==> src/rtl/core/rws_ram.sv <==
// Generic single-write, single-read RAM with a registered read port.
// No dependencies.
`timescale 1ns / 1ps
`default_nettype none

module rws_ram #(
  parameter int unsigned Width = 8,
  parameter int unsigned Depth = 16
) (
  input  logic                     clk_i,
  input  logic                     we_i,
  input  logic [$clog2(Depth)-1:0] waddr_i,
  input  logic [Width-1:0]         wdata_i,
  input  logic                     re_i,
  input  logic [$clog2(Depth)-1:0] raddr_i,
  output logic [Width-1:0]         rdata_o
);

  logic [Width-1:0] mem_q [Depth];
  logic [Width-1:0] rdata_q;

  // Write port and registered read port.
  always_ff @(posedge clk_i) begin
    if (we_i) begin
      mem_q[waddr_i] <= wdata_i;
    end
    if (re_i) begin
      rdata_q <= mem_q[raddr_i];
    end
  end

  assign rdata_o = rdata_q;

endmodule

`default_nettype wire

==> config.mk <==
export PLATFORM = sky130hd
export DESIGN_NAME = rws_ram
export DESIGN_NICKNAME = d
export VERILOG_FILES = /design/src/rtl/core/rws_ram.sv
export SDC_FILE = /design/constraint.sdc
export NUM_CORES = 1
export LEC_CHECK = 0
export BUFFER_PORTS_ARGS = -buffer_cell sky130_fd_sc_hd__buf_2
export CAP_MARGIN = 20
export CORE_UTILIZATION = 45
export DETAILED_ROUTE_END_ITERATION = 12
export SETUP_SLACK_MARGIN = 0.15
export SLEW_MARGIN = 20
export SYNTH_ARGS = -nofsm -noshare
export SYNTH_HDL_FRONTEND = slang
export SYNTH_SLANG_ARGS = --single-unit
export TNS_END_PERCENT = 5
==> constraint.sdc <==
create_clock -name clk_i -period 4.24 [get_ports clk_i]
set_input_delay 0.212 -clock clk_i [delete_from_list [all_inputs] [get_ports clk_i]]
set_output_delay 0.212 -clock clk_i [all_outputs]
set_load 0.02 [all_outputs]
### Yosys cells after proc, flatten, opt, wreduce, memory -nomap -nowiden

Memories as Yosys holds them, arrays and structs flattened. A register that Yosys moved wholly into a read port is not among the register bits.
Cells that the tools add are included.

* mux-type cells: 2

Operators with widths (count)
* $mux 1: 2

* flip-flop bits (word level): 0
* RAM bits: 128
* input bits: 19
* output and inout port bits: 8
* word-level logic and storage cells: 3
* memories kept: 1

Memory list
* mem_q: words 16, width 8, read ports 1, clocked after Yosys merged registers in 1, wr ports 1, RTL line 19 `logic [Width-1:0] mem_q [Depth];`

### Depth between registers and ports, before layout

* depth in word-level cells: 2
* gate-level depth with buffers: 5
* depth with buffers taken out: 3

### Worst setup path after synthesis

Ideal clock, no wire load.

* kind: input-to-reg
* start: input waddr_i[2]
* end: memory mem_q[0][0] (enable)
* library setup time: 0.383 ns
* arrival: 1.322 ns
* required time: 3.857 ns
* slack: 2.535 ns
* stages on the path: 2
* buffers on the path: 0
* path through: or3b_2 > nor3_1

RTL lines
* start: declaration: RTL line 12 `input logic [$clog2(Depth)-1:0] waddr_i,`
* end: declaration: RTL line 19

No word-level cell before the write port.

==> key figures <==
Status
  – Status: finished clean

Floorplanning
  – Core area: about 0.011 sq mm
  – Die Area: 0.0121 sq mm
  – Chip Height: about 110 um
  – I/O pins: 27
  – Row count: 38
  – Die X: 110 um
  – Initial Utilization: about 47%

Timing
  – Final hold slack: between 0.15 and 0.2 ns
  – Slew @ Worst Pin: 0.967 ns
  – Final Hold Viols: 0
  – Setup TNS: 0 ns
  – Max Freq: roughly 630 MHz
  – Final period util: between 30 and 40%
  – Worst Skew: approximately 0.012 ns
  – Minimum clock period: approximately 1.6 ns
  – Final setup vio count: 0
  – Pins Over Slew Limit: 0
  – Slew headroom: 35.3%
  – Unrepaired setup endpoints after global routing: false
  – Setup WS post-layout: 2.65 ns

Worst setup path
  – CP Launch Type: input port
  – Crit path max fanout: 32
  – Slowest-stage cell, CP: mux4_1
  – Crit path required time: 4.39 ns
  – Arrival @ worst endpoint: 1.74 ns
  – Critical Path End Type: flop
  – Crit path cell chain: buf_4, mux4_1, a22oi_1, nand2_1
  – CP max stage delay: 0.66 ns
  – Setup CP Type: in2reg

GRT
  – Vias in the first global route: 2416
  – GR Util met3: around 4.0%
  – Antenna violations before repair: 0
  – Largest net degree at the start of global routing: 33
  – GR peak layer: met2
  – Met1 GRT Util: 26.3%
  – Tot GR Track Use: 18.5%
  – First-pass GRT wire length: roughly 15000 um
  – Met2 Use GR: 27.5%
  – Grt total ovfl: 0

Logic synthesis
  – Post-synthesis average cell area: 22.8 sq um
  – Syn nets: 248
  – Mapped cell area: 0.00523 sq mm
  – Number of distinct library cells after synthesis: 18
  – Gate Count Post-Synth: 229
  – Sequential area share after synthesis: 78.1%
  – Synth Register Bits: 136
  – Synth warn: 0

Power and ir drop
  – PwrDens: 492 mW/mm^2
  – Leakage: 1.99 nW
  – Peak supply drop: 0.000245 V
  – Tot Pwr: 2.95 mW

Layout
  – Most frequent cells in the layout: edfxtp_1, buf_2, mux4_2, clkbuf_16, a22oi_1
  – End-of-flow core utilization: 54.1%
  – # diodes: 0
  – Layout cell share with drive strength beyond 1: between 20% and 30%
  – Final nets: 286
  – Design Area, Final: about 0.006 sq mm
  – Layout area overhead: 14.7%
  – Layout Cells excl Fill: 420
  – Commonest non-fill, non-tap cell in the layout: edfxtp_1

Detailed routing
  – Drt total wl: 9750 um
  – Drt wl/cell: 23.2 um
  – Vias per cell: between 5 and 6
  – Final ANT Viol Nets: 0
  – Starting DRT DRC Count: 140
  – DRC Markers: 0
  – First-pass iteration count of the detailed router: 4
  – Via count: 2369

Place
  – # port buffers: 26
  – Final GP Congestion: 0.708
  – Area after DPL: roughly 0.0055 sq mm
  – Placed Cells: 388
  – Setup WS pre-CTS: 1.86 ns
  – Hpwl dp: between 6000 and 7000 um

CTS
  – CTS H-tree lvls: 4
  – Total clock sinks: roughly 140
  – Clock buffer depth: 2
  – CTS Buf Count: 17
  – Clock-pin slew on the worst setup and hold paths: 0.06 ns
  – Worst-Skew Late Latency: 0.41 ns
  – CTS tree: yes
  – Setup Fix Bufs, Post-CTS: 0
  – Post-CTS Resized: 0
  – Clock root buffer: clkbuf_16
  – # hold bufs at CTS: 0

Job
  – Maxcap violations: 0

Hold path
  – Hold crit path type: in2reg
## flip-flops by register name (all words and copies together), names as in the netlist
signal   count
rdata_o      8
mem_q      128
## layer usage
layer  vias to the layer above  share of wire [%]
met5                         -                  0
met4                         0               0.70
met3                         5                5.2
met2                        78                 49
met1                      1223                 45
li1                       1063                  -
## worst paths after layout
path	start	end	slack, ns	cells past startpoint
hold reg to reg	mem_q[14][1]	rdata_o[1]	0.75	3
hold / removal	wdata_i[5]	mem_q[6][5]	0.19	1
setup / recovery	raddr_i[0]	rdata_o[3]	2.65	4
setup reg to reg	mem_q[1][3]	rdata_o[3]	2.74	3
## report_power, final
group	switching, mW	internal (mW)
Sequential	0.00775	1.52
Clock	0.500	0.791
Combinational	0.0843	0.0530
Total	0.592	2.36
## cell usage after synthesis (all sizes together)
cell	number	area [sq um]
nor2	13	48.8
edfxtp	136	4080
and2b	1	7.51
nand3	1	5.00
nand2b	2	12.5
a22oi	16	120
mux4	32	773
nor3	4	20.0
nand3b	2	15.0
buf	7	56.3
and2	1	6.26
or3b	1	8.76
nand2	9	33.8
nor2b	1	6.26
clkdlybuf4s25	3	30.0
## final cells by class
class | instances | area (sq um)
Clock inverter | 12 | 85.1
Tap cell | 140 | 175
Sequential cell | 136 | 4080
Multi-Input combinational cell | 83 | 1060
Fill cell | 878 | 5080
Timing Repair Buffer | 29 | 155
Clock buffer | 20 | 437
## critical path: cells and delay by family
| family | cells | cell delay, ns |
|---|---|---|
| multiplexers | 1 | 0.66 |
| AND/OR/NAND/NOR | 1 | 0.09 |
| AO/OA/AOI/OAI | 1 | 0.27 |
| buffers and inverters | 1 | 0.48 |
## cells by family after synthesis
family | count (synthesis) | synth area share, %
DFF | 136 | 78.1
AOI/OAI and AO/OA | 16 | 2.30
buffers and inverters | 10 | 1.65
muxes | 32 | 14.8
and+or+nand+nor | 35 | 3.14
(Power assumes the default switching activity.)
