`config.mk`:
```
export PLATFORM = sky130hd
export DESIGN_NAME = rws_mul
export DESIGN_NICKNAME = d
export VERILOG_FILES = /design/src/rtl/core/rws_pkg.sv /design/src/rtl/core/rws_mul.sv
export SDC_FILE = /design/constraint.sdc
export NUM_CORES = 1
export LEC_CHECK = 0
export BUFFER_PORTS_ARGS = -buffer_cell sky130_fd_sc_hd__buf_2
export CORE_UTILIZATION = 35
export DETAILED_ROUTE_END_ITERATION = 10
export MAX_ROUTING_LAYER = met4
export SYNTH_ARGS = -nofsm -noshare
export SYNTH_HDL_FRONTEND = slang
export SYNTH_SLANG_ARGS = --single-unit
```
`constraint.sdc`:
```
create_clock -name clk_i -period 7.4 [get_ports clk_i]
set_clock_uncertainty 0.1 [all_clocks]
set_input_delay 1.48 -clock clk_i [delete_from_list [all_inputs] [get_ports clk_i]]
set_output_delay 1.48 -clock clk_i [all_outputs]
set_load 0.02 [all_outputs]
```
`src/rtl/core/rws_pkg.sv`:
```
// Package of the rolling window statistics block: widths, codes and defaults.
// No dependencies; all files of the block but rws_ram and the assertion macros use it.
`timescale 1ns / 1ps
`default_nettype none

package rws_pkg;

  // Default ring depth (largest usable window).
  localparam int unsigned WINDOW_MAX = 1024;

  // Field widths of the channels.
  localparam int unsigned SAMPLE_W   = 24;
  localparam int unsigned WIN_W      = 11;
  localparam int unsigned MODE_W     = 2;
  localparam int unsigned STAT_W     = 32;
  localparam int unsigned CFG_IDX_W  = 1;
  localparam int unsigned CFG_DATA_W = 11;

  // Running sums and squares.
  localparam int unsigned SUM_W   = 35;
  localparam int unsigned SQSUM_W = 58;
  localparam int unsigned SQ_W    = 2 * SAMPLE_W;

  // Serial arithmetic units.
  localparam int unsigned MUL_A_W   = SQSUM_W;
  localparam int unsigned MUL_B_W   = SUM_W;
  localparam int unsigned MUL_P_W   = MUL_A_W + MUL_B_W;
  localparam int unsigned DIV_NUM_W = 77;
  localparam int unsigned DIV_DEN_W = 42;
  localparam int unsigned ROOT_IN_W = 63;
  localparam int unsigned ROOT_W    = 32;
  localparam int unsigned STD_W     = 31;

  // Fixed-point scalings.
  localparam int unsigned MEAN_SHIFT = 4;
  localparam int unsigned VAR_SHIFT  = 8;
  localparam int unsigned Z_SHIFT    = 20;

  // Configuration register indexes.
  typedef enum logic [CFG_IDX_W-1:0] {
    CFG_WINDOW_LENGTH = 1'b0,
    CFG_STAT_MODE     = 1'b1
  } cfg_idx_e;

  // Statistic selection codes; the unused code acts as the mean.
  localparam logic [MODE_W-1:0] MODE_MEAN   = 2'd0;
  localparam logic [MODE_W-1:0] MODE_STD    = 2'd1;
  localparam logic [MODE_W-1:0] MODE_ZSCORE = 2'd2;

  // Register reset values.
  localparam logic [WIN_W-1:0]  WINDOW_RESET = 11'd20;
  localparam logic [MODE_W-1:0] MODE_RESET   = MODE_MEAN;

endpackage

`default_nettype wire

```
`src/rtl/core/rws_mul.sv`:
```
// Shift-and-add multiplier, one multiplier bit per cycle, stops early on zero.
// Depends on rws_pkg for the operand widths.
`timescale 1ns / 1ps
`default_nettype none

module rws_mul (
  input  logic                          clk_i,
  input  logic                          rst_ni,
  input  logic                          start_i,
  input  logic [rws_pkg::MUL_A_W-1:0]   a_i,
  input  logic [rws_pkg::MUL_B_W-1:0]   b_i,
  output logic                          done_o,
  output logic [rws_pkg::MUL_P_W-1:0]   prod_o
);
  import rws_pkg::*;

  logic               run_q, run_d;
  logic               done_q, done_d;
  logic [MUL_P_W-1:0] a_q, a_d;
  logic [MUL_B_W-1:0] b_q, b_d;
  logic [MUL_P_W-1:0] acc_q, acc_d;

  // One partial product per cycle while multiplier bits remain.
  always_comb begin
    run_d  = run_q;
    done_d = 1'b0;
    a_d    = a_q;
    b_d    = b_q;
    acc_d  = acc_q;
    if (start_i) begin
      run_d = 1'b1;
      a_d   = MUL_P_W'(a_i);
      b_d   = b_i;
      acc_d = '0;
    end else if (run_q) begin
      if (b_q == '0) begin
        run_d  = 1'b0;
        done_d = 1'b1;
      end else begin
        if (b_q[0]) begin
          acc_d = acc_q + a_q;
        end
        a_d = {a_q[MUL_P_W-2:0], 1'b0};
        b_d = {1'b0, b_q[MUL_B_W-1:1]};
      end
    end
  end

  always_ff @(posedge clk_i or negedge rst_ni) begin
    if (!rst_ni) begin
      run_q  <= 1'b0;
      done_q <= 1'b0;
    end else begin
      run_q  <= run_d;
      done_q <= done_d;
    end
  end

  always_ff @(posedge clk_i) begin
    a_q   <= a_d;
    b_q   <= b_d;
    acc_q <= acc_d;
  end

  assign done_o = done_q;
  assign prod_o = acc_q;

endmodule

`default_nettype wire

```
* Yosys cells after proc, flatten, opt, wreduce, memory -nomap -nowiden
Index checks and enable logic that the tools add are counted.
Word-level totals: register bits 223, input port bits 96, word-level logic and storage cells 26
Operators by class: add/sub/neg operators 1, equal/unequal tests 1, mux-type cells 12, bitwise gates (word level) 1, reductions and logical operators 5
Operators with widths (count):
- 58-bit two-way mux | 3
- 35-bit two-way mux | 3
- 93-bit adder | 1
- 35-bit zero test | 1
- 1-bit two-way mux | 6
- 2-bit AND reduction | 2
- 3-bit AND reduction | 1
- 2-bit != test, second input constant | 1
- 2-bit nonzero test | 1
- 1-bit NOT | 1

* Logic depth before layout (Yosys ltp)
word-level depth 4, gate-level depth with buffers 12, mapped depth without buffers 12

* Least setup slack after synthesis
OpenSTA, ideal clock, no wires.
path kind input port to flip-flop, start point in start_i, end point reg a_q[0], enable pin, arrival 3.702 ns, required time 6.422 ns, slack 2.719 ns, stages on the path 4, cells stage by stage inv_1 -> clkbuf_1 -> clkbuf_1 -> nand2_1
On the way: cells in the longest elaborated chain, start to end 2, elaborated cells between the ends (all ways) 3, classes of those cells 1 x eq/ne; 2 x reduce/logical
Ends and longest elaborated chain:
- start, declared | line rws_mul.sv:9 | input logic start_i,
- 2-bit != test (no line) / 2-bit nonzero test (equally long branches)
- 2-bit AND reduction (no line) *
- end signal, assigned | line rws_mul.sv:60 | a_q <= a_d;
- end, declared | line rws_mul.sv:19 | logic [MUL_P_W-1:0] a_q, a_d;
Mark *: on every way between the ends. The rest lies on a longest branch, timed or not. A chain may end at the register's enable or synchronous reset.

* Worst setup path after layout
start point reg b_q[33], end point reg acc_q[81] (netlist: prod_o[81])
On the way: cells in the longest elaborated chain, start to end 3
Ends and longest elaborated chain:
- start, declared | line rws_mul.sv:20 | logic [MUL_B_W-1:0] b_q, b_d;
- start signal, assigned | line rws_mul.sv:61 | b_q <= b_d;
- 35-bit zero test | line rws_mul.sv:36 | if (b_q == '0) begin
- 1-bit NOT (no line)
- 3-bit AND reduction (no line)
- end signal, assigned | line rws_mul.sv:62 | acc_q <= acc_d;
- end, declared | line rws_mul.sv:21 | logic [MUL_P_W-1:0] acc_q, acc_d;
Every way passes these cells.

==> summary.md <==
Post-synthesis sequential element count: 223. The tools report the number of unique standard cell types used by synthesis as 79. After layout, the worst path uses 53.4% of the clock period.

In this run the tightest slew margin relative to its limit is 36.4%. Average cell area after synthesis: 8.63 µm². The worst path in the final design needs a cycle of 3.95 ns, including I/O delays and setup.

In the final layout, flip-flops and latches occupy 5410 µm². The number of max-slew violations in the final report was 0. The flow ran to the end, and the final reports show no timing, DRC or antenna violations. The maximum ir drop on the vdd rail is 0.164 mV.

The top cell types in the final layout, fill and taps aside, are nand2_1, a21oi_1, buf_2, dfxtp_1, edfxtp_1. The count of unresolved DRC violations after routing came out at 0. The logs give 0.57 ns for the insertion delay to the later sink of the worst-skew pair and 855 for the DRC violation total after the first TritonRoute iteration. For the starting density of the core, the log shows 35.8%.

The total power density per cell area works out to 258 nW/µm². The worst hold path was traced through 2 stages. Buffers inserted to repair hold after CTS numbered 0.

The logs give 0.253 GHz for the timing-limited maximum frequency and 0.942 for the routability congestion estimate from global placement. After detailed placement, the total cell area comes to 15700 µm². Buffers placed on the I/O ports in this run total 189.

The commonest non-fill, non-tap cell in the layout is nand2_1. The logs give 3.45 ns for the minimum setup slack among reg-to-reg paths and 0 ns for the summed negative setup slack over all endpoints. For the worst setup path, the data required time is 7.76 ns. Entering global routing, the biggest net connects 82 pins. For this design, the sink count on the clock tree is 223. The number of flops mapped to enable cells by yosys is 93.

In this run the critical register-to-register path is captured at prod_o[81]. The remaining global-route overflow is 0. The cell at the root of the clock tree is clkbuf_16. The core region is 40200 µm². Setup repair after global routing left no endpoint under its margin.

The multi-input logic area was 8520 µm²; the total standard cell area after synthesis was 14400 µm². The share of cells above drive strength 1 is 20.6%, and the count of standard-cell rows is 73. The via density per instance was 5.47; the post-CTS setup-driven buffer insertion count was 0.

Startpoint of the most critical hold path: prod_o[71]. Compared with the post-synthesis result, the final layout area differs by 15.8%. Counting along the longest clock path gives a buffer depth of 3. Setup violations remaining at the end of the flow were counted as 0. The combined global-route utilization of all metal layers is 21.1%. For the final count of hold timing violations, the log shows 0. The buffering stage count on the worst path with inverters included works out to 3.

The first global-routing pass estimated 68600 µm of wire. For this run, the leading register cell type out of synthesis is dfxtp_1. Counting the buffers created by CTS gives 27. The tools report the number of resized instances in the post-cts repair step as 0. The cell family contributing the most delay on the critical path is simple AND/OR/NAND/NOR gates. After synthesis, the cell types taking the most area are edfxtp_1, dfxtp_1, ha_1, a21oi_1, nand2_1. The number of antenna repair diodes is 0. Counting cells, the worst reg-to-reg path comes to 10. The routed layout has 12871 vias.

The critical path runs through a total of 10 cells. Data arrives at the worst endpoint at 4.31 ns. The most prevalent standard cell on the critical path is buf_4.

For the pin with the worst max-slew slack, the measured transition is 0.954 ns. For this run, the register share of the synthesized area comes to 37.5%. Of all flip-flops after synthesis, the portion carrying an async set or reset was 0.897%.

Wires add up to 43300 µm. The tools report the leakage power total as 6.86 nW. Maximum fanout along the worst path: 63.

The floorplan step set the die width to 205 µm. The synthesized design spends more area on one cell type than any other, namely edfxtp_1. The type of element capturing the critical path was a flop. In this run the critical register-to-register path is launched from b_q[33]. For this design the top-level I/O count stands at 190.

Counting every instance in the synthesized netlist gives 1669. TritonCTS built the clock tree. The largest individual stage delay along the critical path comes from the cell nand2_4.

The number of nets still failing antenna checks after routing is 0, and the die span in y is 205 µm. The logs give 1858 for the post-synthesis net count and 5 for the iteration count of the initial detailed-routing pass. The Yosys warning count is 0.

After routing the design area is 16700 µm². The proportion of netlist area held by the largest area contributor is 19.4%. The destination of the worst hold path was prod_o[71].

The routed length per instance came out at 18.4 µm. In this design, the stage delay of the slowest critical-path cell is 0.65 ns. The die covers 41900 µm². Number of antenna violations at the first check in global routing: 0.

The startpoint type of the worst setup path is a flop. In the final design database the tool counted 1995 nets. Fill cells in the final layout number 4101.

Clock-pin slew was measured on the worst setup and hold paths at 0.06 ns. The number of global-route vias before repair was 12402; the deepest level of the CTS H-tree was 1. Across the run, the number of max-cap violations was 0.

Traced cell by cell, the critical path runs through nor4_1 > nand4_1 > nor3_1 > nand2b_1 > buf_4 > inv_2 > nand2_4 > buf_4 > nor2_1 > a32o_1. The critical path is of the reg -> reg type. The min-delay analysis places its worst path in the category reg -> reg.

Once detailed placement completed, the half-perimeter wirelength came to 33000 µm.
## report_power, final
group	internal (W)	switching [W]	total, W
clock network	0.000820	0.000564	0.00138
logic	0.000515	0.000871	0.00139
registers	0.00142	0.000113	0.00153
## final cells by class
cell class	instances	share of cell area, %
timing repair buffer	197	6.07
inverter	34	0.766
tap	525	3.94
clock buffer	36	4.68
clock inverter	14	0.976
multi-input combinational	1323	51.1
sequential	223	32.4
## routing by layer
metal  vias to the layer above  GRT usage (%)  wire length [µm]
met5                         -              -                 0
met4                         0           4.40               916
met3                        62           2.99              2270
met2                       348           32.3             19300
met1                      6078           29.4             20800
li1                       6383              -                 -
## worst min-delay path, cell delays in order, from the launching register on
cell and delay, ns:
dfxtp_1 0.32, nand2_1 0.05, a21oi_1 0.05
## flip-flops by register name (all words and copies together) (netlist names)
signal,count
done_o,1
prod_o,93
b_q,35
run_q,1
a_q,93
## cell families (layout without fill, tap and decap cells)
family,Yosys count,in the layout,share of synthesized area (%)
XOR/XNOR,64,64,3.89
AND/OR/NAND/NOR,571,571,18.2
AO/OA/AOI/OAI,503,503,21.7
buffers and inverters,123,281,3.35
flip-flops,223,223,37.5
multiplexers,92,92,7.22
adder cells (fa/ha/maj),93,93,8.13
## per-stage QoR
stage                     util (%)  total power [W]  instances  setup WS, ns  hold WS, ns
after floorplan                  -          0.00253       1669          2.72        0.349
after global placement        39.1          0.00292       2302          3.46        0.359
after detailed placement      39.1          0.00293       2302          3.38        0.365
after CTS                     41.5          0.00433       2352          3.35        0.375
after global routing          41.5          0.00455       2352          2.97        0.394
final                         41.5          0.00430       2352          3.45        0.370
## cells in the mapped netlist (all sizes together) (39+ instances only)
cell	number
a21o	45
a21oi	232
clkbuf	67
dfxtp	128
edfxtp	93
ha	92
mux2	92
nand2	299
nand3	39
nand4	44
nor2	69
nor3	45
o21ai	98
xnor2	42
## worst max-delay path by stage
| stage | from | to | slack [ns] |
|---|---|---|---|
| global placement | b_q[5] | prod_o[83] | 3.46 |
| global route | b_q[25] | prod_o[67] | 2.97 |
| CTS | b_q[33] | prod_o[81] | 3.35 |
| detailed placement | b_q[33] | prod_o[81] | 3.38 |
| floorplan | start_i | a_q[0] | 2.72 |
| finish | b_q[33] | prod_o[81] | 3.45 |
No activity file was read; power rests on OpenSTA's default activity.
