$ cat config.mk
export PLATFORM = sky130hd
export DESIGN_NAME = rws_sqrt
export DESIGN_NICKNAME = d
export VERILOG_FILES = /design/src/rtl/core/rws_pkg.sv /design/src/rtl/core/rws_sqrt.sv
export SDC_FILE = /design/constraint.sdc
export NUM_CORES = 1
export LEC_CHECK = 0
export ABC_CLOCK_PERIOD_IN_PS = 24500
export CAP_MARGIN = 0
export CORE_UTILIZATION = 60
export DETAILED_ROUTE_END_ITERATION = 16
export DONT_BUFFER_PORTS = 1
export PLACE_DENSITY_LB_ADDON = 0.08
export SETUP_SLACK_MARGIN = 0.4
export SLEW_MARGIN = 0
export SYNTH_ARGS = -nofsm -noshare
export SYNTH_HDL_FRONTEND = slang
export SYNTH_SLANG_ARGS = --single-unit
$ cat constraint.sdc
create_clock -name clk_i -period 24.5 [get_ports clk_i]
set_input_delay 4.9 -clock clk_i [delete_from_list [all_inputs] [get_ports clk_i]]
set_output_delay 4.9 -clock clk_i [all_outputs]
set_load 0.005 [all_outputs]
$ cat src/rtl/core/rws_pkg.sv
// Package of the rolling window statistics block: widths, codes and defaults.
// No dependencies; all files of the block but rws_ram and the assertion macros use it.
`timescale 1ns / 1ps
`default_nettype none

package rws_pkg;

  // Default ring depth (largest usable window).
  localparam int unsigned WINDOW_MAX = 1024;

  // Field widths of the channels.
  localparam int unsigned SAMPLE_W   = 24;
  localparam int unsigned WIN_W      = 11;
  localparam int unsigned MODE_W     = 2;
  localparam int unsigned STAT_W     = 32;
  localparam int unsigned CFG_IDX_W  = 1;
  localparam int unsigned CFG_DATA_W = 11;

  // Running sums and squares.
  localparam int unsigned SUM_W   = 35;
  localparam int unsigned SQSUM_W = 58;
  localparam int unsigned SQ_W    = 2 * SAMPLE_W;

  // Serial arithmetic units.
  localparam int unsigned MUL_A_W   = SQSUM_W;
  localparam int unsigned MUL_B_W   = SUM_W;
  localparam int unsigned MUL_P_W   = MUL_A_W + MUL_B_W;
  localparam int unsigned DIV_NUM_W = 77;
  localparam int unsigned DIV_DEN_W = 42;
  localparam int unsigned ROOT_IN_W = 63;
  localparam int unsigned ROOT_W    = 32;
  localparam int unsigned STD_W     = 31;

  // Fixed-point scalings.
  localparam int unsigned MEAN_SHIFT = 4;
  localparam int unsigned VAR_SHIFT  = 8;
  localparam int unsigned Z_SHIFT    = 20;

  // Configuration register indexes.
  typedef enum logic [CFG_IDX_W-1:0] {
    CFG_WINDOW_LENGTH = 1'b0,
    CFG_STAT_MODE     = 1'b1
  } cfg_idx_e;

  // Statistic selection codes; the unused code acts as the mean.
  localparam logic [MODE_W-1:0] MODE_MEAN   = 2'd0;
  localparam logic [MODE_W-1:0] MODE_STD    = 2'd1;
  localparam logic [MODE_W-1:0] MODE_ZSCORE = 2'd2;

  // Register reset values.
  localparam logic [WIN_W-1:0]  WINDOW_RESET = 11'd20;
  localparam logic [MODE_W-1:0] MODE_RESET   = MODE_MEAN;

endpackage

`default_nettype wire

$ cat src/rtl/core/rws_sqrt.sv
// Digit-by-digit integer square root, one result bit per cycle.
// Depends on rws_pkg for the operand widths.
`timescale 1ns / 1ps
`default_nettype none

module rws_sqrt (
  input  logic                          clk_i,
  input  logic                          rst_ni,
  input  logic                          start_i,
  input  logic [rws_pkg::ROOT_IN_W-1:0] val_i,
  output logic                          done_o,
  output logic [rws_pkg::ROOT_W-1:0]    root_o
);
  import rws_pkg::*;

  localparam int unsigned AccW = ROOT_IN_W + 1;

  logic            run_q, run_d;
  logic            done_q, done_d;
  logic [AccW-1:0] val_q, val_d;
  logic [AccW-1:0] res_q, res_d;
  logic [AccW-1:0] bit_q, bit_d;
  logic [AccW-1:0] trial;

  assign trial = res_q + bit_q;

  // Each step settles one result bit and moves the probe two places down.
  always_comb begin
    run_d  = run_q;
    done_d = 1'b0;
    val_d  = val_q;
    res_d  = res_q;
    bit_d  = bit_q;
    if (start_i) begin
      run_d = 1'b1;
      val_d = AccW'(val_i);
      res_d = '0;
      bit_d = AccW'(1) << (ROOT_IN_W - 1);
    end else if (run_q) begin
      if (val_q >= trial) begin
        val_d = val_q - trial;
        res_d = {1'b0, res_q[AccW-1:1]} + bit_q;
      end else begin
        res_d = {1'b0, res_q[AccW-1:1]};
      end
      bit_d = {2'b00, bit_q[AccW-1:2]};
      if (bit_q == AccW'(1)) begin
        run_d  = 1'b0;
        done_d = 1'b1;
      end
    end
  end

  always_ff @(posedge clk_i or negedge rst_ni) begin
    if (!rst_ni) begin
      run_q  <= 1'b0;
      done_q <= 1'b0;
    end else begin
      run_q  <= run_d;
      done_q <= done_d;
    end
  end

  always_ff @(posedge clk_i) begin
    val_q <= val_d;
    res_q <= res_d;
    bit_q <= bit_d;
  end

  assign done_o = done_q;
  assign root_o = res_q[ROOT_W-1:0];

endmodule

`default_nettype wire

Word-level counts from Yosys, hierarchy flattened
Index checks and enable logic that the tools add are counted.
{ "word_totals": {"inputBits": 66, "elab_cells": 25, "n_memories": 0, "latchBits": 0, "ram_bits": 0, "out_inout_bits": 33, "reg_bits": 162, "rom_bits": 0} }
{ "op_classes": {"shift": 0, "eq_ne": 1, "mul": 0, "div_mod_pow": 0, "n_bitwise": 0, "mux": 10, "add_sub_neg": 3, "order_cmp": 1, "n_reduce_logical": 4} }
{ "ops": {"columns": ["operator", "n"], "rows": [
  ["$mux 63", 3],
  ["$add 63x63->64", 1],
  ["$add 64x63->64", 1],
  ["$ge 64x64->1", 1],
  ["$mux 64", 1],
  ["$sub 64x64->64", 1],
  ["$eq 32x1->1 const B", 1],
  ["$mux 1", 6],
  ["$reduce_and 2->1", 2],
  ["$reduce_bool 2->1", 2]
]} }

Logic depth before layout (Yosys ltp)
{ "logic_depth": {"word_depth": 5, "depth_mapped": 26, "ltp_nobuf": 23} }

Worst setup path before layout
No wires, ideal clock.
{ "synth_timing": {"path_kind": "input-to-reg", "start": "input port start_i", "end": "register val_q[63]", "path_slack_ns": 16.418, "path_buffers": 2, "required_ns": 24.208, "setup_time_ns": 0.292, "path_stages": 5, "arrival_ns": 7.789, "path_cell_list": "clkbuf_1 -> inv_1 -> clkbuf_1 -> o21ai_1 -> o32ai_1"} }
{ "synth_lines": {"columns": ["item", "line_no", "rtl"], "rows": [
  ["from (decl)", "rws_sqrt.sv:9", "input logic start_i,"],
  ["to (signal assigned)", "rws_sqrt.sv:65", "val_q <= val_d;"],
  ["to (decl)", "rws_sqrt.sv:20", "logic [AccW-1:0] val_q, val_d;"]
]} }

Final worst setup path
{ "layout_timing": {"start": "register res_q[2]", "end": "register res_q[16]"} }
{ "layout_between": {"elab_chain_cells": 3, "word_cells_on_any_way": 4, "classes_between": "2 x add/sub; 1 x order compare; 1 x mux"} }
{ "layout_rtl": {"columns": ["item", "line_no", "rtl"], "rows": [
  ["from (decl)", "rws_sqrt.sv:21", "logic [AccW-1:0] res_q, res_d;"],
  ["from (signal assigned)", "rws_sqrt.sv:66", "res_q <= res_d;"],
  ["$add 64x63->64", "rws_sqrt.sv:25", "assign trial = res_q + bit_q;"],
  ["$ge 64x64->1", "rws_sqrt.sv:40", "if (val_q >= trial) begin"],
  ["$mux 64 (*)", "rws_sqrt.sv:40", null]
]} }
Mark *: on every way between the ends. The rest lies on a longest branch, timed or not.
A chain may end at the register's enable or synchronous reset.

==> out/metrics.yaml <==
syn_inst: 1985
cts_tree: "yes"
fin_total_pwr_mw: 1.79
power.leakage_nw: 6.02
crit_top_cell: "o21ai_1"
post-dp-hpwl_um: 34200
critPathCaptureType: "register"
syn_area_per_cell_um2: 7.84
p_int_uw: 944
syn_area_um2: 15600
cts_made_buffers: 17
maxSlewViolCount: 0
htree_levels: 4
hold_viol: 0
wirelength_um: 45800
synth_top_area_cell: "dfxtp_1"
min-delay-start: "val_q[63]"
io_pins: 99
rows: 58
area_delta_synth_final_pct: 2.35
tightest_slew_ns: 0.985
die_width_um: 163
ctsHoldBuffers: 0
drc_errors: 0
fin_area_um2: 15900
place_area_um2: 15300
critPathMaxStageDelay_ns: 0.66
p_seq_share_pct: 24.7
crit_chain: "ha_1 -> a31oi_1 -> a211oi_2 -> a211oi_1 -> o31a_1 -> o21ba_2 -> or2_1 -> nand2_1 -> a21o_1 -> a31oi_1 -> xor2_1 -> ha_1 -> a21oi_1 -> o21ai_1 -> a2111oi_1 -> o21ai_1 -> o21ai_1 -> a211oi_4 -> nor2_4 -> buf_4 -> o21ai_0 -> a221oi_1"
synth_flop_cell: "dfxtp_1"
synth_commonest_cells: "nor2_1 (223), nand2_1 (211), o21ai_0 (154)"
grt_pass1_vias: 13201
rsz0062_at_grt: "false"
drive_above_1_share_pct: 5.31
ys.warnings.count: 0
final_cell_count_no_fill: 2213
rrSetupSlack_ns: 17.95
cp_top_family: "compound AO/OA/AOI/OAI gates"
root_buffer: "clkbuf_16"
grtUsageTotal_pct: 34.3
fin_setup_tns_ns: 0
finClkSkew_ns: 0.0248
cts.sinks: 162
synth_cell_types: 97
critPathKind: "reg -> reg"
grt_pass1_wl_um: 71300
synth.most_common_cell: "nor2_1"
drtIter0Drc: 1593
post-route-min-period_ns: 6.55
worstHoldEndpoint: "val_q[63]"
detail_route.wl_per_cell_um: 20.7
postCtsSetupBuffers: 0
hold_path_class: "reg -> reg"
p_per_area_nw_per_um2: 113
synth_area_leaders: "dfxtp_1 (12%), edfxtp_1 (12%), ha_1 (10%)"
start_util_pct: 61.4
place_congestion: 0.981
placed_cells: 2180
antenna_found_initial: 3
slowest_stage: "a211oi_1"
dieArea_um2: 26600
synth_async_sr_flop_share_pct: 1.23
clock_tree.buffer_depth: 2
dieHeight_um: 163
port_buffers: 0
cts-resized-gates: 0
dr.pass1.iters: 5
ir_drop_uv: 73.8
final_net_count: 2066
worstRegToRegCells: 22
r2r-start: "res_q[2]"
nFillCells: 2263
pwr-share-comb_pct: 59.7
cp_num_buf_inv: 1
antenna_left: 0
vias_per_cell: 6.65
startpoint_type: "register"
cp_max_fo: 70
pwr-share-clk_pct: 15.6
min_path_cells: 2
grt_max_degree: 215
p_sw_share_pct: 47.3
fp.coreArea_um2: 25300
worstPathRequired_ns: 24.84
ys_seq_elements: 162
slew-limit-headroom_pct: 34.3
clk_pin_slew_ns: 0.08
fmax_ghz: 0.153
netSwitchingPower_uw: 848
synth_edf_count: 63
status: "completed"
crit_arrival_ns: 6.88
ys_seq_area_share_pct: 25.0
setup_viol: 0
synth_top_cell_area_share_pct: 12.5
timing.final.crit_share_pct: 26.7
synth_fp_nets: 2182
insertion_delay_ns: 0.44
grt_overflow_total: 0
vias: 14722
max_cap_viol_count: 0
r2r_end: "res_q[16]"
flip-flops by register name, summed over array words and instances (netlist names):
register / cells
res_q: 64
done_o: 1
run_q: 1
val_q: 64
bit_q: 32
worst register-to-register path: stages (launching register included):
cell and delay (ns):
dfxtp_1 0.48, ha_1 0.32, a31oi_1 0.38, a211oi_2 0.21, a211oi_1 0.66, o31a_1 0.29
o21ba_2 0.20, or2_1 0.14, nand2_1 0.09, a21o_1 0.22, a31oi_1 0.20, xor2_1 0.21
ha_1 0.33, a21oi_1 0.18, o21ai_1 0.10, a2111oi_1 0.58, o21ai_1 0.16, o21ai_1 0.26
a211oi_4 0.11, nor2_4 0.16, buf_4 0.62, o21ai_0 0.19, a221oi_1 0.37
logic make-up (layout without fill, tap and decap cells):
| logic type | count (synthesis) | in the layout | synth area share, % |
|---|---|---|---|
| AND/OR/NAND/NOR | 657 | 657 | 19.4 |
| other | 0 | 1 | 0 |
| buffers and inverters | 181 | 78 | 5.44 |
| XOR/XNOR | 154 | 154 | 8.67 |
| multiplexers | 46 | 46 | 2.99 |
| flip-flops | 162 | 162 | 25.0 |
| AO/OA/AOI/OAI | 654 | 654 | 27.9 |
| adder cells (fa/ha/maj) | 131 | 131 | 10.6 |
power groups by stage:
stage          Sequential [mW]  Combinational (mW)  Clock, mW
2_1_floorplan            0.423               0.853          0
3_3_place_gp             0.445                1.04          0
3_5_place_dp             0.446                1.04          0
4_1_cts                  0.440                1.05      0.284
5_1_grt                  0.448                1.18      0.294
6_report                 0.442                1.07      0.280
cell usage in the layout, fill, tap and decap left out, drive strengths merged, types with 5 or more instances in the layout:
cell	n
clkbuf	19
nor3	31
nor4	15
nand2	211
a31o	17
inv	49
buf	5
edfxtp	63
mux2i	42
a21boi	6
o21ai	179
and2	11
o31a	5
o21a	23
nand4	46
nor2b	16
dfxtp	97
a221oi	11
a41oi	5
o32ai	5
xor2	78
a21oi	134
a211oi	55
or3	14
ha	130
o21bai	29
nand2b	13
and3	16
o211ai	7
a211o	7
a21o	37
a311oi	14
nand3	32
a31oi	67
nor2	224
or2	10
xnor2	76
o31ai	13
how the worst max path moves through the flow:
stage | slack (ns) | depth (start not counted) | to | from
after CTS | 18.09 | 19 | val_q[23] | res_q[2]
final | 17.95 | 22 | res_q[16] | res_q[2]
after global routing | 17.52 | 23 | res_q[45] | res_q[2]
after detailed placement | 17.87 | 3 | val_q[14] | start_i
after global placement | 17.91 | 3 | val_q[14] | start_i
after floorplan | 16.42 | 5 | val_q[63] | start_i
area by class of cell:
class | count | area, um^2 | area share [%]
multi-input cells | 1642 | 10800 | 68.1
flip-flops and latches | 162 | 3890 | 24.4
clock buffers | 19 | 454 | 2.85
well taps | 330 | 413 | 2.59
inverters | 41 | 154 | 0.967
clock inverters | 13 | 135 | 0.849
repair buffers | 5 | 37.5 | 0.236
diodes | 1 | 2.50 | 0.0157
routing by layer:
| metal | vias to the layer above | track usage [%] | wire, um |
|---|---|---|---|
| met3 | 76 | 6.54 | 3960 |
| met1 | 6934 | 50.3 | 21600 |
| met4 | 4 | 8.79 | 930 |
| met2 | 616 | 51.1 | 19300 |
| li1 | 7092 | - | - |
| met5 | - | 0 | 27 |
per-stage QoR:
step / worst slack (ns) / utilization (%) / hold WS, ns
after CTS: 18.09 / 62.8 / 0.483
after detailed placement: 17.87 / 60.5 / 0.468
after global routing: 17.52 / 62.8 / 0.503
after floorplan: 16.42 / - / 0.436
after global placement: 17.91 / 60.5 / 0.463
final: 17.95 / 62.9 / 0.482
Power figures use the tool's default switching activity.
