[config.mk]
export PLATFORM = sky130hd
export DESIGN_NAME = rws_div
export DESIGN_NICKNAME = d
export VERILOG_FILES = /design/src/rtl/core/rws_pkg.sv /design/src/rtl/core/rws_div.sv
export SDC_FILE = /design/constraint.sdc
export NUM_CORES = 1
export LEC_CHECK = 0
export BUFFER_PORTS_ARGS = -buffer_cell sky130_fd_sc_hd__buf_4
export CAP_MARGIN = 20
export CELL_PAD_IN_SITES_DETAIL_PLACEMENT = 1
export CELL_PAD_IN_SITES_GLOBAL_PLACEMENT = 1
export CORE_UTILIZATION = 37
export DETAILED_ROUTE_END_ITERATION = 7
export HOLD_SLACK_MARGIN = 0.06
export PLACE_DENSITY = 0.87
export SLEW_MARGIN = 30
export SYNTH_ARGS = -nofsm -noshare
export SYNTH_HDL_FRONTEND = slang
export SYNTH_SLANG_ARGS = --single-unit
[constraint.sdc]
create_clock -name clk_i -period 2.5 [get_ports clk_i]
set_input_delay 0.125 -clock clk_i [delete_from_list [all_inputs] [get_ports clk_i]]
set_output_delay 0.125 -clock clk_i [all_outputs]
set_load 0.05 [all_outputs]
[src/rtl/core/rws_pkg.sv]
// Package of the rolling window statistics block: widths, codes and defaults.
// No dependencies; all files of the block but rws_ram and the assertion macros use it.
`timescale 1ns / 1ps
`default_nettype none

package rws_pkg;

  // Default ring depth (largest usable window).
  localparam int unsigned WINDOW_MAX = 1024;

  // Field widths of the channels.
  localparam int unsigned SAMPLE_W   = 24;
  localparam int unsigned WIN_W      = 11;
  localparam int unsigned MODE_W     = 2;
  localparam int unsigned STAT_W     = 32;
  localparam int unsigned CFG_IDX_W  = 1;
  localparam int unsigned CFG_DATA_W = 11;

  // Running sums and squares.
  localparam int unsigned SUM_W   = 35;
  localparam int unsigned SQSUM_W = 58;
  localparam int unsigned SQ_W    = 2 * SAMPLE_W;

  // Serial arithmetic units.
  localparam int unsigned MUL_A_W   = SQSUM_W;
  localparam int unsigned MUL_B_W   = SUM_W;
  localparam int unsigned MUL_P_W   = MUL_A_W + MUL_B_W;
  localparam int unsigned DIV_NUM_W = 77;
  localparam int unsigned DIV_DEN_W = 42;
  localparam int unsigned ROOT_IN_W = 63;
  localparam int unsigned ROOT_W    = 32;
  localparam int unsigned STD_W     = 31;

  // Fixed-point scalings.
  localparam int unsigned MEAN_SHIFT = 4;
  localparam int unsigned VAR_SHIFT  = 8;
  localparam int unsigned Z_SHIFT    = 20;

  // Configuration register indexes.
  typedef enum logic [CFG_IDX_W-1:0] {
    CFG_WINDOW_LENGTH = 1'b0,
    CFG_STAT_MODE     = 1'b1
  } cfg_idx_e;

  // Statistic selection codes; the unused code acts as the mean.
  localparam logic [MODE_W-1:0] MODE_MEAN   = 2'd0;
  localparam logic [MODE_W-1:0] MODE_STD    = 2'd1;
  localparam logic [MODE_W-1:0] MODE_ZSCORE = 2'd2;

  // Register reset values.
  localparam logic [WIN_W-1:0]  WINDOW_RESET = 11'd20;
  localparam logic [MODE_W-1:0] MODE_RESET   = MODE_MEAN;

endpackage

`default_nettype wire

[src/rtl/core/rws_div.sv]
// Restoring divider, one quotient bit per cycle, with remainder.
// Depends on rws_pkg for the operand widths.
`timescale 1ns / 1ps
`default_nettype none

module rws_div (
  input  logic                            clk_i,
  input  logic                            rst_ni,
  input  logic                            start_i,
  input  logic [rws_pkg::DIV_NUM_W-1:0]   num_i,
  input  logic [rws_pkg::DIV_DEN_W-1:0]   den_i,
  output logic                            done_o,
  output logic [rws_pkg::DIV_NUM_W-1:0]   quot_o,
  output logic [rws_pkg::DIV_DEN_W-1:0]   rem_o
);
  import rws_pkg::*;

  localparam int unsigned CntW = $clog2(DIV_NUM_W + 1);

  logic                 run_q, run_d;
  logic                 done_q, done_d;
  logic [CntW-1:0]      cnt_q, cnt_d;
  logic [DIV_NUM_W-1:0] num_q, num_d;
  logic [DIV_DEN_W-1:0] den_q, den_d;
  logic [DIV_DEN_W-1:0] rem_q, rem_d;
  logic [DIV_DEN_W:0]   trial;
  logic [DIV_DEN_W:0]   diff;
  logic                 fits;

  // Bring down the next numerator bit and try a subtraction.
  assign trial = {rem_q, num_q[DIV_NUM_W-1]};
  assign diff  = trial - {1'b0, den_q};
  assign fits  = trial >= {1'b0, den_q};

  always_comb begin
    run_d  = run_q;
    done_d = 1'b0;
    cnt_d  = cnt_q;
    num_d  = num_q;
    den_d  = den_q;
    rem_d  = rem_q;
    if (start_i) begin
      run_d = 1'b1;
      cnt_d = CntW'(DIV_NUM_W);
      num_d = num_i;
      den_d = den_i;
      rem_d = '0;
    end else if (run_q) begin
      rem_d = fits ? diff[DIV_DEN_W-1:0] : trial[DIV_DEN_W-1:0];
      num_d = {num_q[DIV_NUM_W-2:0], fits};
      cnt_d = cnt_q - 1'b1;
      if (cnt_q == CntW'(1)) begin
        run_d  = 1'b0;
        done_d = 1'b1;
      end
    end
  end

  always_ff @(posedge clk_i or negedge rst_ni) begin
    if (!rst_ni) begin
      run_q  <= 1'b0;
      done_q <= 1'b0;
      cnt_q  <= '0;
    end else begin
      run_q  <= run_d;
      done_q <= done_d;
      cnt_q  <= cnt_d;
    end
  end

  always_ff @(posedge clk_i) begin
    num_q <= num_d;
    den_q <= den_d;
    rem_q <= rem_d;
  end

  assign done_o = done_q;
  assign quot_o = num_q;
  assign rem_o  = rem_q;

endmodule

`default_nettype wire

### Word level (Yosys, flattened, before mapping)

Cells that the tools add are included.

* register bits: 170
* input bits: 122
* output and inout port bits: 120
* word-level logic and storage cells: 22

* add/sub/neg operators: 2
* order comparisons: 1
* equality and inequality tests: 1
* muxes and demuxes: 11
* reductions and logical operators: 1

Operator list (count)
* two-way mux 77 bit: 2
* >= comparator 43 x 42 -> 1 bit: 1
* two-way mux 42 bit: 1
* subtractor 42 bit: 1
* two-way mux 7 bit: 2
* == test 7 x 1 -> 1 bit, second input constant: 1
* subtractor 7 x 1 -> 7 bit, second input constant: 1
* two-way mux 1 bit: 6
* nonzero test 2 bit: 1

### Logic depth before layout (Yosys ltp)

Gate-level depths: netlist of the first run.

* depth in word-level cells: 4
* gate-level depth with buffers: 13
* depth with buffers taken out: 13

### Worst setup path after synthesis of the first run

No wires, ideal clock.

* kind: register to register
* from: register num_q[76] (netlist: quot_o[76])
* to: register rem_q[36] (netlist: rem_o[36])
* setup time: 0.086 ns
* data arrival time: 2.962 ns
* data required time: 2.414 ns
* setup slack: -0.548 ns
* stages on the path, launching flop included: 14
* path buffers: 0
* period minus slack after synthesis: 3.048 ns
* cells stage by stage: edfxtp_1 -> inv_1 -> ha_1 -> inv_1 -> fa_1 -> a211oi_1 -> o21ai_0 -> a211oi_1 -> o21ai_2 -> a211oi_1 -> a211oi_1 -> xor2_1 -> mux2i_1 -> a211oi_1

* cells in the longest elaborated chain, start to end: 2
* elaborated cells between the ends (all ways): 3
* classes of those cells: add/sub: 1; order compare: 1; mux: 1

Ends and longest elaborated chain
* start: declaration: line rws_div.sv:23 `logic [DIV_NUM_W-1:0] num_q, num_d;`
* start signal: assignment: line rws_div.sv:72 `num_q <= num_d;`
* subtractor 42 bit or >= comparator 43 x 42 -> 1 bit (tied branches): line rws_div.sv:32, rws_div.sv:33
* two-way mux 42 bit *: line rws_div.sv:49 `rem_d = fits ? diff[DIV_DEN_W-1:0] : trial[DIV_DEN_W-1:0];`
* end signal: assignment: line rws_div.sv:74 `rem_q <= rem_d;`
* end: declaration: line rws_div.sv:25 `logic [DIV_DEN_W-1:0] rem_q, rem_d;`

Mark *: on every way between the ends. The rest lies on a longest branch, timed or not.
A chain may end at the register's enable or synchronous reset.

### Worst setup path in the final report of the first run

* from: register den_q[13]
* to: register rem_q[3] (netlist: rem_o[3])

* cells in the longest elaborated chain, start to end: 2

Ends and longest elaborated chain
* start: declaration: line rws_div.sv:24 `logic [DIV_DEN_W-1:0] den_q, den_d;`
* start signal: assignment: line rws_div.sv:73 `den_q <= den_d;`
* >= comparator 43 x 42 -> 1 bit: line rws_div.sv:33 `assign fits = trial >= {1'b0, den_q};`
* two-way mux 42 bit: line rws_div.sv:49

No other way between the ends.

==> metrics.md, run 1 <==
| Metric | Value |
|---|---|
| ANT nets after route | `0` |
| P_sw | `2.93 mW` |
| Root Driver | `clkbuf_16` |
| Worst Path Required | `2.85 ns` |
| Vias in the first global route | `10754` |
| Remaining DRCs | `0` |
| Max cap viols | `0` |
| Post-DR wirelength/cell | `29.6 um` |
| First-pass GRT wire length | `61700 um` |
| Critical path class | `flip-flop to flip-flop` |
| Final Setup Violations | `43` |
| Post-route cell area | `16100 sq um` |
| Most frequent cells in the layout | `buf_4 (397), dlygate4sd3_1 (121), edfxtp_1 (119)` |
| Cell Area, Synth | `9390 sq um` |
| Post-synth EDFFs | `119` |
| Input/output buffers | `241` |
| Final slew viol count | `0` |
| Fin worst setup slack | `-1.19 ns` |
| CTS Buf Count | `17` |
| GRT Total Usage | `30.9%` |
| Io pins | `242` |
| DIE WIDTH | `161 um` |
| Layout cells sized above 1 | `54.0%` |
| RSZ-0062 raised after global routing | `true` |
| CTS Buffer Depth | `2` |
| Height of the die | `161 um` |
| Fin util | `65.4%` |
| Most common cell after layout, fill and taps aside | `buf_4` |
| Initial DRT Pass Iterations | `7` |
| Cells after Synth | `869` |
| Synth unique cells | `72` |
| Peak VDD IR | `545 uV` |
| Fin crit share | `148%` |
| CTS tree | `done` |
| DPL Wire Length | `24100 um` |
| Vias per cell | `5.97` |
| Clock Skew | `0.0123 ns` |
| Synth warn | `0` |
| P_leak | `6.81 nW` |
| Worst min-delay path class | `input pin to asynchronous set/reset pin` |
| Final setup TNS | `-41.84 ns` |
| Fraction of power spent switching nets | `35.0%` |
| FF+latch count, synth | `170` |
| Post-layout nets | `1554` |
| Clock group share of total power | `34.6%` |
| 1st-iter DRT viols | `800` |
| Clk slew on worst S/H paths | `0.09 ns` |
| Worst-Skew Late Latency | `0.47 ns` |
| Seq pwr share | `40.4%` |
| Combinational share of power | `25.0%` |
| Die ar. | `26000 sq um` |
| Fin crit period | `3.69 ns` |
| Status | `finished with violations` |
| Clock sink total | `170` |
| Async SR Flop Fraction | `5.29%` |
| Routability Congestion | `0.934` |
| Syn-to-layout area delta | `71.4%` |
| Failing checks | `setup timing` |
| Crit-path max FO | `13` |
| Worst Path Arrival | `4.04 ns` |
| Drt total wl | `51100 um` |
| Cell Rows | `57` |
| Avg Cell Area, Syn | `10.8 sq um` |
| Placed cell areas | `12800 sq um` |
| Startpoint Class | `flip-flop` |
| CP Capture Type | `flip-flop` |
| Final cell count without fillers | `1726` |
| Design internal power | `5.44 mW` |
| Syn_nets | `1036` |
| Sequential area share after synthesis | `49.4%` |
| Grt ovf | `0` |
| Power Density | `520 nW/um^2` |
| Worst Max-Slew Pin Slew | `1.10 ns` |
| Initial core utilization | `38.2%` |
| Final-report hold violation count | `0` |
| Vias | `10301` |
| Fmax | `271 MHz` |
| Ys flop type | `edfxtp_1` |
| Headroom to the max-slew limit | `26.3%` |
| Initial antenna violation count | `2` |
| CORE AREA | `24600 sq um` |
| H-tree depth | `4` |
| Placed cells | `1538` |
| Pin count of the biggest net entering global routing | `85` |
-- per-layer routing --
layer / routed length [um] / vias to the layer above / global-route usage [%]
met5: 9 / - / 0
met4: 3890 / 2 / 12.3
met3: 4080 / 282 / 7.55
met2: 26000 / 655 / 58.3
met1: 17100 / 5122 / 32.8
li1: - / 4240 / -
-- cell usage after synthesis (6+ instances only) --
library cell / instances / area share [%]
a22oi_1: 6 / 0.48
a31oi_1: 9 / 0.60
inv_1: 60 / 2.4
a211oi_1: 36 / 2.9
nand2_1: 35 / 1.4
nand4_1: 12 / 0.80
nand3_1: 18 / 0.96
o21a_1: 8 / 0.64
a21oi_1: 66 / 3.5
ha_1: 44 / 5.9
nor2_1: 80 / 3.2
o21bai_1: 8 / 0.64
a21o_1: 16 / 1.3
nor3_1: 11 / 0.59
nand2b_1: 11 / 0.73
mux2_2: 76 / 9.1
dfxtp_1: 42 / 9.0
o21ai_0: 35 / 1.9
dfrtp_1: 9 / 2.4
buf_2: 17 / 0.91
edfxtp_1: 119 / 38
xor2_1: 14 / 1.3
mux2i_1: 7 / 0.75
clkbuf_1: 23 / 0.92
xnor2_1: 28 / 2.6
-- final timing paths --
| kind | slack [ns] | to | cells after the start | start |
|---|---|---|---|---|
| setup / recovery | -1.19 | rem_o[3] | 13 | den_q[13] |
| hold / removal | 0.04 | done_o | 2 | rst_ni |
| setup reg to reg | -1.19 | rem_o[3] | 13 | den_q[13] |
| hold reg to reg | 0.56 | rem_o[34] | 2 | rem_o[34] |
| max in group asynchronous | 2.30 | run_q | 2 | rst_ni |
| min in group clk_i | 0.38 | den_q[5] | 2 | den_i[5] |
-- registers in the layout, indices dropped and copies added, names as in the netlist --
| register | cells |
|---|---|
| cnt_q | 7 |
| quot_o | 77 |
| rem_o | 42 |
| done_o | 1 |
| run_q | 1 |
| den_q | 42 |
-- through the flow --
step / worst slack, ns / power (mW) / hold slack, ns
floorplan: -0.250 / 4.34 / -0.171
global placement: -0.216 / 4.97 / -0.0448
detailed placement: -0.357 / 5.03 / -0.0439
CTS: -0.259 / 8.01 / 0.0745
global route: -1.43 / 8.51 / 0.0521
finish: -1.19 / 8.37 / 0.0392
-- power by group through the flow --
| stage | Clock, mW | Combinational, mW | Sequential (mW) |
|---|---|---|---|
| after floorplan | 0 | 0.479 | 3.86 |
| after global placement | 0 | 1.58 | 3.39 |
| after detailed placement | 0 | 1.63 | 3.40 |
| after CTS | 2.82 | 1.85 | 3.35 |
| after global routing | 2.97 | 2.15 | 3.40 |
| final | 2.90 | 2.09 | 3.38 |
-- critical path, stage by stage (launching register included) --
cell and delay [ns]:
edfxtp_1 0.34, inv_1 0.07, ha_1 0.40, buf_4 0.17
nand3_1 0.14, nor3_1 0.91, a311oi_2 0.34, o21ai_2 0.17
o21ai_4 0.12, buf_12 0.15, buf_12 0.15, nor2_1 0.16
a21oi_1 0.08, a211oi_2 0.36
-- cell families after synthesis --
family | count (synthesis) | synth area share (%)
compound gates | 224 | 15.7
fa+ha+maj | 45 | 6.07
flops | 170 | 49.4
xor+xnor | 42 | 3.92
mux | 83 | 9.86
simple gates | 199 | 10.3
buf+inv | 106 | 4.70
-- cell type report --
class,instances,area (sq um)
fillers,2455,8500
flip-flops and latches,170,4720
diodes,2,5.00
clock inverters,15,175
well taps,324,405
inverters,60,229
clock buffers,17,425
multi-input cells,593,5510
repair buffers,545,4630
-- repair_timing --
action / 4_1_cts / 5_1_grt
endpoints found under the hold margin: 139 / 0
setup buffers: 12 / 22
cloned: 2 / 4
resized for setup: 74 / 178
setup endpoints to repair: 43 / 43
hold buffers: 121 / 0
pin swaps: 30 / 67
Power figures use the tool's default switching activity.
==> run 2, diff against run 1 <==
--- a/config.mk
+++ b/config.mk
@@ -13,6 +13,7 @@
 export DETAILED_ROUTE_END_ITERATION = 7
 export HOLD_SLACK_MARGIN = 0.06
 export PLACE_DENSITY = 0.87
+export SETUP_SLACK_MARGIN = 0.15
 export SLEW_MARGIN = 30
 export SYNTH_ARGS = -nofsm -noshare
 export SYNTH_HDL_FRONTEND = slang
==> metrics.md, run 2 (synthesis results as in run 1) <==
| Metric | Value |
|---|---|
| Power Density | `514 nW/um^2` |
| Clock group share of total power | `34.4%` |
| DIE WIDTH | `161 um` |
| Worst min-delay path class | `input pin to asynchronous set/reset pin` |
| Die ar. | `26000 sq um` |
| H-tree depth | `4` |
| Pre-CTS setup slack | `-0.399 ns` |
| RSZ-0062 raised after global routing | `true` |
| GRT Total Usage | `35.1%` |
| Remaining DRCs | `0` |
| CP cell instances | `inv_1 -> ha_1 -> a21oi_1 -> nor2_1 -> nor2_1 -> a21boi_2 -> o22ai_4 -> o21ai_4 -> buf_6 -> buf_12 -> buf_16 -> nor2_1 -> a21oi_2 -> o22ai_1` |
| Failing checks | `setup timing` |
| Vias | `10566` |
| Seq pwr share | `40.2%` |
| Post-route cell area | `16300 sq um` |
| Cell family with most CP delay | `compound AO/OA/AOI/OAI gates` |
| Most common cell after layout, fill and taps aside | `buf_4` |
| DPL Wire Length | `24600 um` |
| CTS tree | `done` |
| Max reg flops | `77` |
| Io pins | `242` |
| CTS Buffer Depth | `2` |
| Fraction of power spent switching nets | `35.0%` |
| Combinational share of power | `25.4%` |
| Startpoint Class | `flip-flop` |
| Final Setup Violations | `43` |
| Layout cells sized above 1 | `54.9%` |
| Design internal power | `5.45 mW` |
| Initial core utilization | `38.2%` |
| Initial antenna violation count | `3` |
| Cell Rows | `57` |
| Worst Max-Slew Pin Slew | `0.889 ns` |
| Fin crit share | `135%` |
| Final-report hold violation count | `0` |
| Clk slew on worst S/H paths | `0.09 ns` |
| Height of the die | `161 um` |
| ANT nets after route | `0` |
| Fin crit period | `3.39 ns` |
| Post-layout nets | `1569` |
| Buf/Inv on CP | `4` |
| Max cap viols | `0` |
| Peak VDD IR | `512 uV` |
| Vias in the first global route | `11332` |
| Filler cell count | `2456` |
| Post-DR wirelength/cell | `30.7 um` |
| Largest stage delay, worst path | `0.46 ns` |
| Headroom to the max-slew limit | `40.1%` |
| CTS Buf Count | `17` |
| Final setup TNS | `-31.79 ns` |
| First-pass GRT wire length | `68500 um` |
| Cell mode on critical path | `nor2_1` |
| Grt ovf | `0` |
| Drt total wl | `53600 um` |
| Syn-to-layout area delta | `73.6%` |
| Vias per cell | `6.06` |
| Root Driver | `clkbuf_16` |
| P_leak | `6.90 nW` |
| Crit-path max FO | `5` |
| Final slew viol count | `0` |
| Clock Skew | `0.0189 ns` |
| CP Capture Type | `flip-flop` |
| Worst-Skew Late Latency | `0.47 ns` |
| Placed cell areas | `12900 sq um` |
| Most frequent cells in the layout | `buf_4 (407), dlygate4sd3_1 (121), edfxtp_1 (119)` |
| P_sw | `2.93 mW` |
| Fmax | `295 MHz` |
| Status | `finished with violations` |
| 1st-iter DRT viols | `847` |
| CORE AREA | `24600 sq um` |
| Routability Congestion | `0.889` |
| Fin worst setup slack | `-0.887 ns` |
| CP max-delay cell | `a21boi_2` |
| Clock sink total | `170` |
| Pin count of the biggest net entering global routing | `105` |
| Worst Path Required | `2.81 ns` |
| Worst Path Arrival | `3.70 ns` |
| Input/output buffers | `241` |
| Critical path class | `flip-flop to flip-flop` |
| Initial DRT Pass Iterations | `5` |
## run 2: changes by cell type in the layout (fill, tap and decap cells not counted), moves of 5 or more
| cell | delta |
|---|---|
| dfxtp_2 | -8 |
| buf_12 | -5 |
| o21ai_0 | +5 |
| buf_6 | +8 |
| o21ai_2 | -6 |
| dfxtp_4 | +9 |
| a21oi_2 | +7 |
| buf_4 | +10 |
## run 2: cell type report
class                           instances  area [sq um]  share of cell area, %
Sequential cell                       170          4750                   29.1
Clock buffer                           18           429                   2.63
Antenna cell                            4          10.0                 0.0614
Inverter                               60           229                   1.40
Clock inverter                         14           175                   1.07
Tap cell                              324           405                   2.49
Timing Repair Buffer                  559          4760                   29.2
Multi-Input combinational cell        594          5550                   34.0
## run 2: worst register-to-register path, delay by kind of cell, from the launching register on
family	cells	cell delay, ns
AOI/OAI and AO/OA	6	1.46
and+or+nand+nor	3	0.56
buffers and inverters	4	0.50
adders and majority gates	1	0.37
DFF	1	0.34
## run 2: through the flow
stage	std cells	utilization, %	hold slack [ns]	total power, mW
floorplan	869	-	-0.171	4.35
CTS	1722	64.2	0.0821	8.03
global placement	1536	52.6	-0.0454	4.98
global route	1742	66.3	0.0679	8.55
finish	1743	66.3	0.0527	8.38
detailed placement	1536	52.6	-0.0431	5.04
## run 2: worst paths after layout
path,from,to,slack (ns),cells after the start
worst min-delay path,rst_ni,done_o,0.05,2
worst max register to register,den_q[10],rem_o[2],-0.89,14
worst max-delay path,den_q[10],rem_o[2],-0.89,14
max in group asynchronous,rst_ni,run_q,2.30,2
worst min register to register,cnt_q[6],cnt_q[6],0.53,2
min in group clk_i,den_i[41],den_q[41],0.38,2
## run 2: timing repair
action                     in CTS  in global routing
hold endpoints to repair      133                  0
pin swaps                      83                 55
setup endpoints to repair      43                 43
resized for setup             153                 68
hold buffers                  121                  0
buffers inserted               27                 16
gates cloned                    6                  1
## run 2: power groups by stage
stage | logic, mW | registers, mW | clock network (mW)
finish | 2.13 | 3.37 | 2.89
global route | 2.18 | 3.38 | 2.99
CTS | 1.90 | 3.34 | 2.79
detailed placement | 1.65 | 3.39 | 0
global placement | 1.61 | 3.38 | 0
floorplan | 0.502 | 3.85 | 0
## run 2: metal layers
| metal | up-vias | routed length [um] | global-route usage [%] |
|---|---|---|---|
| li1 | 4272 | - | - |
| met1 | 5174 | 17600 | 35.2 |
| met2 | 765 | 26600 | 65.5 |
| met3 | 355 | 4830 | 8.50 |
| met4 | 0 | 4580 | 20.9 |
| met5 | - | 0 | 0 |
==> run 3, diff against run 2 <==
--- a/config.mk
+++ b/config.mk
@@ -9,6 +9,7 @@
 export CAP_MARGIN = 20
 export CELL_PAD_IN_SITES_DETAIL_PLACEMENT = 1
 export CELL_PAD_IN_SITES_GLOBAL_PLACEMENT = 1
+export CORE_MARGIN = 4
 export CORE_UTILIZATION = 37
 export DETAILED_ROUTE_END_ITERATION = 7
 export HOLD_SLACK_MARGIN = 0.06
==> constraint.sdc (replaced) <==
create_clock -name clk_i -period 2.5 [get_ports clk_i]
set_input_delay 0.5 -clock clk_i [delete_from_list [all_inputs] [get_ports clk_i]]
set_output_delay 0.5 -clock clk_i [all_outputs]
set_load 0.05 [all_outputs]
==> metrics.md, run 3 (synthesis results as in run 1) <==
| Metric | Value |
|---|---|
| Status | `finished with violations` |
| Failing checks | `setup timing` |
| Clock sink total | `170` |
| Input/output buffers | `241` |
| First-pass GRT wire length | `59100 um` |
| N_diodes | `0` |
| RSZ-0062 raised after global routing | `true` |
| Fin worst setup slack | `-0.615 ns` |
| Height of the die | `167 um` |
| Cell Rows | `58` |
| Placed cells | `1546` |
| Worst-Skew Late Latency | `0.45 ns` |
| ANT nets after route | `0` |
| Grt ovf | `0` |
| Final slew viol count | `0` |
| Worst Path Arrival | `3.44 ns` |
| Post-DR wirelength/cell | `27.2 um` |
| Clock Skew | `0.0244 ns` |
| Fmax | `321 MHz` |
| Headroom to the max-slew limit | `50.7%` |
| Worst Max-Slew Pin Slew | `0.740 ns` |
| Crit-path max FO | `5` |
| Initial antenna violation count | `1` |
| Fin crit period | `3.11 ns` |
| Pre-CTS setup slack | `-0.359 ns` |
| Max cap viols | `0` |
| Syn-to-layout area delta | `62.6%` |
| Vias per cell | `5.83` |
| Fin crit share | `125%` |
| Most frequent cells in the layout | `buf_4 (412), edfxtp_1 (119), mux2_2 (76)` |
| Fin Hold WS | `0.226 ns` |
| Post-route cell area | `15300 sq um` |
| GRT Total Usage | `26.8%` |
| 1st-iter DRT viols | `656` |
| Die ar. | `28000 sq um` |
| Placed cell areas | `13000 sq um` |
| Worst hold stages | `1` |
| Fin util | `60.8%` |
| P_leak | `6.53 nW` |
| Worst min-delay path class | `input pin to flip-flop` |
| DIE WIDTH | `167 um` |
| Layout cells sized above 1 | `60.6%` |
| CORE AREA | `25100 sq um` |
| Remaining DRCs | `0` |
| Initial DRT Pass Iterations | `6` |
| CTS Buf Count | `17` |
| Initial core utilization | `37.4%` |
| Drt total wl | `44500 um` |
| Final-report hold violation count | `0` |
| CTS tree | `done` |
| Vias in the first global route | `10369` |
| Filler cell count | `2597` |
| Pin count of the biggest net entering global routing | `92` |
| DPL Wire Length | `25200 um` |
| Final Setup Violations | `43` |
| H-tree depth | `4` |
| Routability Congestion | `0.904` |
| CTS Buffer Depth | `2` |
| CP Capture Type | `flip-flop` |
| Clk slew on worst S/H paths | `0.09 ns` |
| Post-layout nets | `1464` |
| Power Density | `528 nW/um^2` |
| Most common cell after layout, fill and taps aside | `buf_4` |
| Reg2Reg Depth | `13` |
| Io pins | `242` |
| Root Driver | `clkbuf_16` |
| Peak VDD IR | `377 uV` |
| Worst Path Required | `2.82 ns` |
| Critical path class | `flip-flop to flip-flop` |
| Startpoint Class | `flip-flop` |
| Vias | `9563` |
| Final cell count without fillers | `1640` |
| Max reg flops | `77` |
run 3: through the flow:
stage / power [mW] / setup TNS [ns]
final: 8.07 / -16.51
after floorplan: 4.35 / -2.05
after CTS: 7.87 / -7.96
after global placement: 4.99 / -6.46
after global routing: 8.32 / -20.21
after detailed placement: 5.06 / -10.14
run 3: layer usage:
metal,up-vias,wire length [um],track usage [%]
met5,-,13,0
met4,2,2860,13.2
met3,200,3170,8.45
met2,545,22800,48.7
met1,4758,15700,27.9
li1,4058,-,-
run 3: timing repair:
action | in CTS | in global routing
hold endpoints to repair | 9 | 0
cloned | 5 | 2
endpoints found under the setup margin | 43 | 43
hold buffers | 1 | 0
pin swaps | 50 | 67
buffers inserted | 25 | 29
gates resized for setup | 102 | 132
run 3: worst paths after layout:
kind,start,end,slack (ns)
min reg2reg,cnt_q[6],cnt_q[6],0.56
min,den_i[5],den_q[5],0.23
max,quot_o[76],rem_o[24],-0.61
min in group asynchronous,rst_ni,cnt_q[2],0.42
max in group asynchronous,rst_ni,done_o,1.92
max reg2reg,quot_o[76],rem_o[24],-0.61
run 3: area by class of cell:
| type | count | area (sq um) | area share [%] |
|---|---|---|---|
| clock buffer | 18 | 439 | 2.88 |
| clock inverter | 14 | 156 | 1.02 |
| inverter | 60 | 229 | 1.50 |
| multi-input combinational | 593 | 5520 | 36.1 |
| sequential | 170 | 4750 | 31.1 |
| tap | 330 | 413 | 2.70 |
| timing repair buffer | 455 | 3770 | 24.7 |
run 3: critical path, stage by stage, from the launching register on:
cell and delay [ns]:
edfxtp_1 0.40, inv_1 0.09, ha_2 0.19, inv_2 0.05
fa_2 0.39, a211oi_4 0.26, o21ai_2 0.10, a211oi_2 0.36
o21ai_4 0.16, a21oi_4 0.29, xor2_1 0.13, nor2_1 0.18
a21oi_1 0.07, a211oi_1 0.33
run 3: power breakdown:
group          leakage [nW]  switching [mW]  total (mW)  internal, mW
Clock                 0.289            1.44        2.81          1.37
Combinational          4.55            1.16        1.91         0.758
Sequential             1.70           0.124        3.34          3.22
Total                  6.53            2.72        8.07          5.35
